## config.mk

```make
export PLATFORM = sky130hd
export DESIGN_NAME = mbd_ctrl
export DESIGN_NICKNAME = d
export VERILOG_FILES = /design/src/hdl/mbd_pkg.sv /design/src/hdl/mbd_ctrl.sv
export SDC_FILE = /design/constraint.sdc
export NUM_CORES = 1
export LEC_CHECK = 0
export BUFFER_PORTS_ARGS = -buffer_cell sky130_fd_sc_hd__buf_4
export CAP_MARGIN = 15
export CORE_MARGIN = 2
export CORE_UTILIZATION = 25
export CTS_BUF_LIST = sky130_fd_sc_hd__clkbuf_8 sky130_fd_sc_hd__clkbuf_16
export DETAILED_ROUTE_END_ITERATION = 8
export SYNTH_ARGS = -nofsm -noshare
export SYNTH_HDL_FRONTEND = slang
export SYNTH_SLANG_ARGS = --single-unit
```

## constraint.sdc

```tcl
create_clock -name clk -period 4.65 [get_ports clk]
set_input_delay 0.6975 -clock clk [delete_from_list [all_inputs] [get_ports clk]]
set_output_delay 0.6975 -clock clk [all_outputs]
set_load 0.05 [all_outputs]
```

## src/hdl/mbd_pkg.sv

```systemverilog
// Shared types and constants for the mipmap box downsampler.
`default_nettype none
package mbd_pkg;
  localparam int MaxSizeLog2 = 12;
  localparam int LineDepth = 1 << MaxSizeLog2;
  localparam int LineAw = MaxSizeLog2;
  localparam int LvlW = 4;
  localparam int PosW = 12;

  localparam logic [1:0] CfgWidth  = 2'd0;
  localparam logic [1:0] CfgHeight = 2'd1;
  localparam logic [1:0] CfgEnable = 2'd2;

  typedef struct packed {
    logic [7:0] red_in;
    logic [7:0] green_in;
    logic [7:0] blue_in;
    logic [7:0] alpha_in;
  } in_item_t;

  typedef struct packed {
    logic [3:0]  level;
    logic [10:0] texel_x;
    logic [10:0] texel_y;
    logic [7:0]  red_out;
    logic [7:0]  green_out;
    logic [7:0]  blue_out;
    logic [7:0]  alpha_out;
    logic        last_of_run;
    logic        image_done;
  } out_item_t;

  typedef enum logic [2:0] {
    ST_IDLE,
    ST_READ,
    ST_CALC,
    ST_EMIT
  } state_t;

  // controller -> datapath
  typedef struct packed {
    logic load;
    logic start_level;
    logic commit;
    logic next_level;
    logic restart;
  } cmd_t;

  // datapath -> controller
  typedef struct packed {
    logic done;
    logic stop;
    logic emit_last;
    logic no_levels;
  } status_t;
endpackage
`default_nettype wire

```

## src/hdl/mbd_ctrl.sv

```systemverilog
// Sequencer that walks one input pixel down the levels.
`default_nettype none
module mbd_ctrl (
  input  wire logic               clk,
  input  wire logic               rst_n,
  input  wire logic               in_valid,
  output logic                    in_stall,
  input  wire logic               mip_en,
  input  wire logic               cfg_we,
  input  wire mbd_pkg::status_t   sts,
  input  wire mbd_pkg::out_item_t res,
  output mbd_pkg::cmd_t           cmd,
  output logic                    out_valid,
  input  wire logic               out_stall,
  output mbd_pkg::out_item_t      out_data
);
  mbd_pkg::state_t st_r, st_nxt;
  logic ov_r, ov_nxt;
  mbd_pkg::out_item_t od_r, od_nxt;
  logic slot_free;

  assign slot_free = !ov_r || !out_stall;
  assign in_stall = (st_r != mbd_pkg::ST_IDLE);

  always_comb begin
    st_nxt = st_r;
    cmd = '0;
    ov_nxt = ov_r && out_stall;
    od_nxt = od_r;
    cmd.restart = cfg_we;
    case (st_r)
      mbd_pkg::ST_IDLE: begin
        if (in_valid && mip_en && !sts.no_levels) begin
          cmd.load = 1'b1;
          st_nxt = mbd_pkg::ST_READ;
        end
      end
      mbd_pkg::ST_READ: begin
        cmd.start_level = 1'b1;
        st_nxt = mbd_pkg::ST_CALC;
      end
      mbd_pkg::ST_CALC: begin
        if (!sts.done) begin
          cmd.commit = 1'b1;
          st_nxt = mbd_pkg::ST_IDLE;
        end else if (slot_free) begin
          cmd.commit = 1'b1;
          ov_nxt = 1'b1;
          od_nxt = res;
          od_nxt.last_of_run = sts.emit_last;
          if (sts.stop) begin
            st_nxt = mbd_pkg::ST_IDLE;
          end else begin
            cmd.next_level = 1'b1;
            st_nxt = mbd_pkg::ST_READ;
          end
        end
      end
      default: st_nxt = mbd_pkg::ST_IDLE;
    endcase
  end

  always_ff @(posedge clk) begin
    if (!rst_n) begin
      st_r <= mbd_pkg::ST_IDLE;
      ov_r <= 1'b0;
    end else begin
      st_r <= st_nxt;
      ov_r <= ov_nxt;
    end
  end

  always_ff @(posedge clk) begin
    od_r <= od_nxt;
  end

  assign out_valid = ov_r;
  assign out_data = od_r;
endmodule
`default_nettype wire

```

# [Yosys cells after proc, flatten, opt, wreduce, memory -nomap -nowiden]
# Cells that the tools add are included.
[totals] ff_bits=64 inputBits=70 output_inout_bits=67
[op_classes] eq_ne=4 muxes=16 reduce_logical=11
[op_table] cell="two-way mux 1 bit" n=10
[op_table] cell="two-way mux 3 bit" n=3
[op_table] cell="case mux 3 bit (3 select lines)" n=1
[op_table] cell="two-way mux 2 bit" n=2
[op_table] cell="== test 3 x 1 -> 1 bit, second input constant" n=1
[op_table] cell="== test 3 x 2 -> 1 bit, second input constant" n=1
[op_table] cell="logical AND 1 bit" n=3
[op_table] cell="logical NOT 1 bit" n=3
[op_table] cell="logical NOT 3 bit" n=1
[op_table] cell="inequality test 3 bit, second input constant" n=1
[op_table] cell="AND reduction 3 bit" n=1
[op_table] cell="nonzero test 3 bit" n=1
[op_table] cell="inequality test 2 bit, second input constant" n=1
[op_table] cell="AND reduction 2 bit" n=1
[op_table] cell="logical OR 1 bit" n=1

# [Longest topological paths before layout]
# Gate-level depths: netlist of run 1.
[logic_depth] ltp_word=5 mapped_depth=3 ltp_nobuf=3

# [Worst setup path after synthesis of run 1]
# OpenSTA, ideal clock, no wires.
[synth_path] kind="in2reg" start="in sts[3] in the netlist's numbering" end="reg od_r (netlist bit out_data[0]), enable pin" setup_time_ps=497 arrival_time_ps=3777 required_ps=4153 slack_ps=376 stages=2 cell_sequence="nand3b_1 a21oi_1"
[synth_via] elab_chain_len=1
[synth_lines] element="start, declared" line_no="mbd_ctrl.sv:10" rtl="input wire mbd_pkg::status_t sts,"
[synth_lines] element="AND reduction 3 bit (no line)"
[synth_lines] element="end signal, assigned" line_no="mbd_ctrl.sv:74" rtl="od_r <= od_nxt;"
[synth_lines] element="end, declared" line_no="mbd_ctrl.sv:19" rtl="mbd_pkg::out_item_t od_r, od_nxt;"
# Every way passes these cells.
# A chain may end at the register's enable or synchronous reset.

# [Worst setup path in the final report of run 1]
[layout_path] start="in sts[3] in the netlist's numbering" end="reg od_r (netlist bit out_data[24]), enable pin"
# Same word-level chain as after synthesis.

==> flow_metrics.env, run 1 <==
export IMPL_status="finished clean"
export IMPL_finalHoldViolCount=0
export IMPL_n_antenna_cell=0
export IMPL_gp_congestion=0.676
export IMPL_vias_per_cell=3.96
export IMPL_m1WireLength_um=1530
export IMPL_synth_fa_ha_area_share_pct=0
export IMPL_reg2reg_depth=3
export IMPL_initial_core_util_pct=25.7
export IMPL_netlist_area_mm2=0.00198
export IMPL_nFillCells=717
export IMPL_drc=0
export IMPL_drt_iter0_drc=23
export IMPL_power_density_mw_per_mm2=365
export IMPL_ir_drop_v=0.000172
export IMPL_clock_sinks=63
export IMPL_crit_type="input pin to flop"
export IMPL_postCtsSetupBuffers=0
export IMPL_top_layer="met4"
export IMPL_htreeDepth=3
export IMPL_multiInputGateArea_um2=110
export IMPL_dp_final_hpwl_um=3490
export IMPL_cts_resized=0
export IMPL_synthMuxAreaShare_pct=0
export IMPL_synth_warnings=0
export IMPL_port_buffers=133
export IMPL_syn_inst=79
export IMPL_fin_hold_ws_ns=0.538
export IMPL_tightest_slew_ns=0.915
export IMPL_crit_required_ns=4.64
export IMPL_layout_commonest_cell="buf_4"
export IMPL_r2r_start="st_r[0]"
export IMPL_synth_top_family_by_area="simple AND/OR/NAND/NOR gates"
export IMPL_synth_simple_area_share_pct=3.16
export IMPL_min_path_cells=1
export IMPL_grt_ovfl_total=0
export IMPL_critPathLaunch="sts[3]"
export IMPL_antenna_found_initial=0
export IMPL_cp_max_fo=31
export IMPL_min_period_over_period_pct=48.4
export IMPL_area_growth_pct=68.4
export IMPL_die_y_um=93.0
export IMPL_routedWlPerCell_um=13.6
export IMPL_via_count=1303
export IMPL_fp_row_count=32
export IMPL_cts_path_max_buffers=2
export IMPL_hold_buffers=0
export IMPL_arrival_ns=2.24
export IMPL_drtAntennaViolNets=0
export IMPL_clk_latency_ns=0.33
export IMPL_synth_xor_xnor_area_share_pct=0
export IMPL_maxSlewViolCount=0
export IMPL_clkTransAtPathRegs_ns=0.07
export IMPL_seq_area_mm2=0.00186
export IMPL_coreArea_mm2=0.00769
export IMPL_cts_tree="built"
export IMPL_setup_viol=0
export IMPL_dpl_cell_area_mm2=0.00311
export IMPL_grt_pass1_wl_um=6480
export IMPL_synth_compound_area_share_pct=1.83
export IMPL_cap_violations=0
export IMPL_min_period_ns=2.25
export IMPL_met2WireLength_um=2350
export IMPL_r2r_slack_ns=2.44
export IMPL_final_area_mm2=0.00333
export IMPL_rsz0062_at_grt="no"
export IMPL_nets=292
export IMPL_crit_path_end="out_data[24]"
export IMPL_layout_common_cells="134 x buf_4, 60 x edfxtp_1, 11 x clkbuf_8"
export IMPL_grt_max_degree=32
export IMPL_ys_ff_latch=63
export IMPL_start_kind="input pin"
export IMPL_die_area_mm2=0.00865
export IMPL_p_leak_nw=1.37
export IMPL_grtUsageTotal_pct=10.3
export IMPL_die_x_um=93.0
export IMPL_max_freq_mhz=444
export IMPL_drt_pre_antenna_iters=4
export IMPL_relSlewSlack_pct=38.9
export IMPL_r2r_end="out_data[24]"
export IMPL_grt_pass1_vias=1333
export IMPL_timing_hold_worst_start="res[55]"
export IMPL_syn_nets=149
export IMPL_hold_class="input pin to flop"
export IMPL_syn_area_per_cell_um2=25.1
export IMPL_boundaryPins=137
export IMPL_final_setup_skew_ns=0.00723
export IMPL_ys_types=15
export IMPL_cts_root_buf="clkbuf_8"
export IMPL_met3RoutedLength_um=491
export IMPL_drive_gt1_share_pct=67.0
export IMPL_end_kind="flop"
export IMPL_fin_tns_setup_ns=0
export IMPL_wl_um=4460
export IMPL_finalCoreUtilization_pct=43.4
export IMPL_numCtsBuffers=9
export IMPL_finalPower_mw=1.22
export IMPL_yosysSeqAreaShare_pct=94.1
==> area by class of cell <==
type | instances | share of cell area (%)
inverters | 1 | 0.113
well taps | 102 | 3.83
multi-input cells | 13 | 3.30
repair buffers | 134 | 30.2
clock buffers | 11 | 4.54
clock inverters | 5 | 2.18
flip-flops and latches | 63 | 55.9
==> routing by layer <==
metal,GRT usage (%),vias to the layer above
li1,-,594
met1,10.2,624
met2,16.8,76
met3,6.12,9
met4,5.88,0
met5,0,-
==> worst max-delay path, stage by stage <==
cell and delay [ns]:
buf_4 0.09, nand3b_1 0.18, a21oi_4 0.75, buf_4 0.49
==> metrics by stage <==
| stage | setup slack, ns | instances |
|---|---|---|
| floorplan | 0.376 | 79 |
| global placement | 2.01 | 313 |
| detailed placement | 2.00 | 313 |
| CTS | 2.36 | 329 |
| global route | 2.27 | 329 |
| finish | 2.40 | 329 |
==> power by group <==
| part | switching, mW | internal, mW |
|---|---|---|
| sequential | 0.00136 | 0.625 |
| combinational | 0.0289 | 0.0421 |
| clock | 0.193 | 0.326 |
| total | 0.223 | 0.994 |
==> synth_stat cells <==
master     n  share of area (%)
nor2b_1    1               0.32
a21oi_1    1               0.25
nor3_4     1               0.82
o21a_1     2               0.76
a21boi_0   1               0.38
edfxtp_1  60                 91
buf_4      2               0.76
inv_1      1               0.19
dfxtp_1    3                3.0
nor3b_2    1               0.63
nand2_1    2               0.38
nor2_1     1               0.19
a311oi_1   1               0.44
nand3b_1   1               0.38
or2_4      1               0.44
==> worst min-delay path by stage <==
stage                    to  slack (ns)
3_5_place_dp      out_valid        0.60
4_1_cts        out_data[20]        0.52
3_3_place_gp      out_valid        0.59
2_1_floorplan     out_valid        0.59
5_1_grt        out_data[29]        0.51
6_report       out_data[55]        0.54
==> flip-flops by register name, indices dropped and copies added (netlist names) <==
register / flops
out_valid: 1
st_r: 2
out_data: 60
==> cells by family after synthesis <==
| family | after synthesis |
|---|---|
| DFF | 63 |
| and+or+nand+nor | 8 |
| AOI/OAI and AO/OA | 5 |
| buffers and inverters | 3 |
Power figures use the tool's default switching activity.
==> run 2, diff against run 1 <==
--- a/config.mk
+++ b/config.mk
@@ -5,6 +5,7 @@
 export SDC_FILE = /design/constraint.sdc
 export NUM_CORES = 1
 export LEC_CHECK = 0
+export ABC_AREA = 1
 export BUFFER_PORTS_ARGS = -buffer_cell sky130_fd_sc_hd__buf_4
 export CAP_MARGIN = 15
 export CORE_MARGIN = 2
==> constraint.sdc (replaced) <==
create_clock -name clk -period 2.32 [get_ports clk]
set_input_delay 0.348 -clock clk [delete_from_list [all_inputs] [get_ports clk]]
set_output_delay 0.348 -clock clk [all_outputs]
set_load 0.05 [all_outputs]
==> run 2 against run 1 <==
  * Combinational power grew to 3.2 times the previous value
  * Utilization decreased by 0.41 points
  * Register-to-register slack worse by 1.5 ns
  * Design area about the same
  * Non-clock buffer count stayed put
  * Global-route usage down 0.097 points
  * Critical path type is now flop to output port
  * Highest routed layer unchanged
==> flow_metrics.env, run 2 <==
export IMPL_layout_commonest_cell="buf_4"
export IMPL_post_place_ws_ns=0.834
export IMPL_final_area_mm2=0.00334
export IMPL_clock_sinks=63
export IMPL_synth_most_common_cell="edfxtp_1"
export IMPL_p_leak_nw=1.42
export IMPL_die_area_mm2=0.00880
export IMPL_grt_max_degree=61
export IMPL_netlist_area_mm2=0.00202
export IMPL_yosysSeqAreaShare_pct=92.4
export IMPL_initial_core_util_pct=26.0
export IMPL_arrival_ns=1.30
export IMPL_ys_top_cells_by_area="edfxtp_1 89%, dfxtp_1 3.0%, inv_1 1.3%"
export IMPL_synth_top_area_cell="edfxtp_1"
export IMPL_nFillCells=745
export IMPL_syn_inst=92
export IMPL_drc=0
export IMPL_cap_violations=0
export IMPL_cts_tree="built"
export IMPL_htreeDepth=3
export IMPL_ir_drop_v=0.000321
export IMPL_start_kind="flop"
export IMPL_synth_warnings=0
export IMPL_final_setup_skew_ns=0.00855
export IMPL_syn_area_per_cell_um2=21.9
export IMPL_fp_row_count=32
export IMPL_min_period_over_period_pct=70.9
export IMPL_fin_tns_setup_ns=0
export IMPL_hold_buffers=0
export IMPL_async_flop_share_pct=0
export IMPL_die_y_um=93.8
export IMPL_dpl_cell_area_mm2=0.00315
export IMPL_min_period_ns=1.64
export IMPL_hold_class="input pin to flop"
export IMPL_syn_nets=162
export IMPL_drt_pre_antenna_iters=4
export IMPL_die_x_um=93.8
export IMPL_drt_iter0_drc=24
export IMPL_wl_um=4510
export IMPL_drtAntennaViolNets=0
export IMPL_boundaryPins=137
export IMPL_grt_pass1_vias=1347
export IMPL_max_freq_mhz=608
export IMPL_maxSlewViolCount=0
export IMPL_end_kind="output port"
export IMPL_grt_pass1_wl_um=6550
export IMPL_synth_top_area_share_pct=89.4
export IMPL_ys_ff_latch=63
export IMPL_synth_commonest_cells="60 x edfxtp_1, 7 x inv_1, 5 x nor2_1, 3 x dfxtp_1, 3 x nand2_1"
export IMPL_via_count=1333
export IMPL_setup_viol=0
export IMPL_n_antenna_cell=0
export IMPL_grtUsageTotal_pct=10.2
export IMPL_clk_latency_ns=0.33
export IMPL_drive_gt1_share_pct=64.6
export IMPL_dp_final_hpwl_um=3330
export IMPL_relSlewSlack_pct=78.1
export IMPL_finalHoldViolCount=0
export IMPL_largest_reg_flops=60
export IMPL_rsz0062_at_grt="no"
export IMPL_area_growth_pct=65.5
export IMPL_cts_resized=0
export IMPL_routedWlPerCell_um=13.2
export IMPL_gp_congestion=0.713
export IMPL_grt_ovfl_total=0
export IMPL_antenna_found_initial=0
export IMPL_crit_type="flop to output port"
export IMPL_numCtsBuffers=9
export IMPL_nets=305
export IMPL_vias_per_cell=3.90
export IMPL_cts_root_buf="clkbuf_8"
export IMPL_postCtsSetupBuffers=0
export IMPL_tightest_slew_ns=0.329
export IMPL_power_density_mw_per_mm2=714
export IMPL_cp_max_fo=3
export IMPL_synth_ff_type="edfxtp_1"
export IMPL_ys_types=14
export IMPL_synth_edff_count=60
export IMPL_coreArea_mm2=0.00777
export IMPL_layout_setup_ws_ns=0.675
export IMPL_layout_common_cells="133 x buf_4, 60 x edfxtp_1, 10 x inv_1"
export IMPL_port_buffers=133
export IMPL_status="finished clean"
export IMPL_cts_path_max_buffers=2
export IMPL_crit_required_ns=1.97
export IMPL_clkTransAtPathRegs_ns=0.07
[run 2: cell count changes in the layout (fill, tap and decap cells not counted), moves of 2 or more]
cell	previous run	this run
a21oi_2	0	2
clkbuf_8	11	9
inv_1	3	10
inv_2	0	2
nand3_1	0	2
nor2_1	1	4
nor2_4	0	2
o21a_1	2	0
o21ai_1	0	2
[run 2: worst paths after layout]
path | from | to | slack (ns) | cells past startpoint
setup / recovery | st_r[1] | cmd[1] | 0.68 | 5
hold / removal | res[33] | out_data[33] | 0.19 | 1
setup reg to reg | st_r[1] | out_data[28] | 0.90 | 5
hold reg to reg | out_valid | out_valid | 0.55 | 2
[run 2: logic make-up (layout without fill, tap and decap cells)]
kind of cell	Yosys count	in the layout	synth area share, %
flip-flops	63	63	92.4
AND/OR/NAND/NOR	14	14	3.85
buffers and inverters	11	159	2.42
AO/OA/AOI/OAI	4	4	1.37
[run 2: critical path, cell delays in order (launching register included)]
cell,delay [ns]
dfxtp_1,0.36
inv_2,0.06
nor2_4,0.11
nand2_2,0.10
nor3_2,0.11
buf_4,0.22
[run 2: metal layers]
| metal | GRT usage, % | share of wire, % |
|---|---|---|
| met1 | 11.0 | 38 |
| met2 | 17.2 | 51 |
| met3 | 5.62 | 11 |
| met4 | 3.26 | 0.91 |
| met5 | 0 | 0 |
[run 2: layout make-up]
cell class,count,area [um^2],area share (%)
well taps,102,128,3.83
flip-flops and latches,63,1860,55.8
repair buffers,134,1020,30.5
multi-input cells,18,113,3.38
clock buffers,9,124,3.71
inverters,9,33.8,1.01
clock inverters,7,57.6,1.73
[run 2: where the power goes]
part | internal, mW | switching, mW | total [mW]
registers | 1.27 | 0.00744 | 1.28
logic | 0.105 | 0.125 | 0.230
clock network | 0.479 | 0.396 | 0.874
[run 2: metrics by stage]
step                      power [mW]  hold WS [ns]  cells  util (%)
after detailed placement        1.53         0.527    326      40.6
final                           2.38         0.192    342      42.9
after global placement          1.53         0.527    326      40.6
after global routing            2.49         0.158    342      42.9
after floorplan                 1.41         0.447     92         -
after CTS                       2.43         0.168    342      42.9
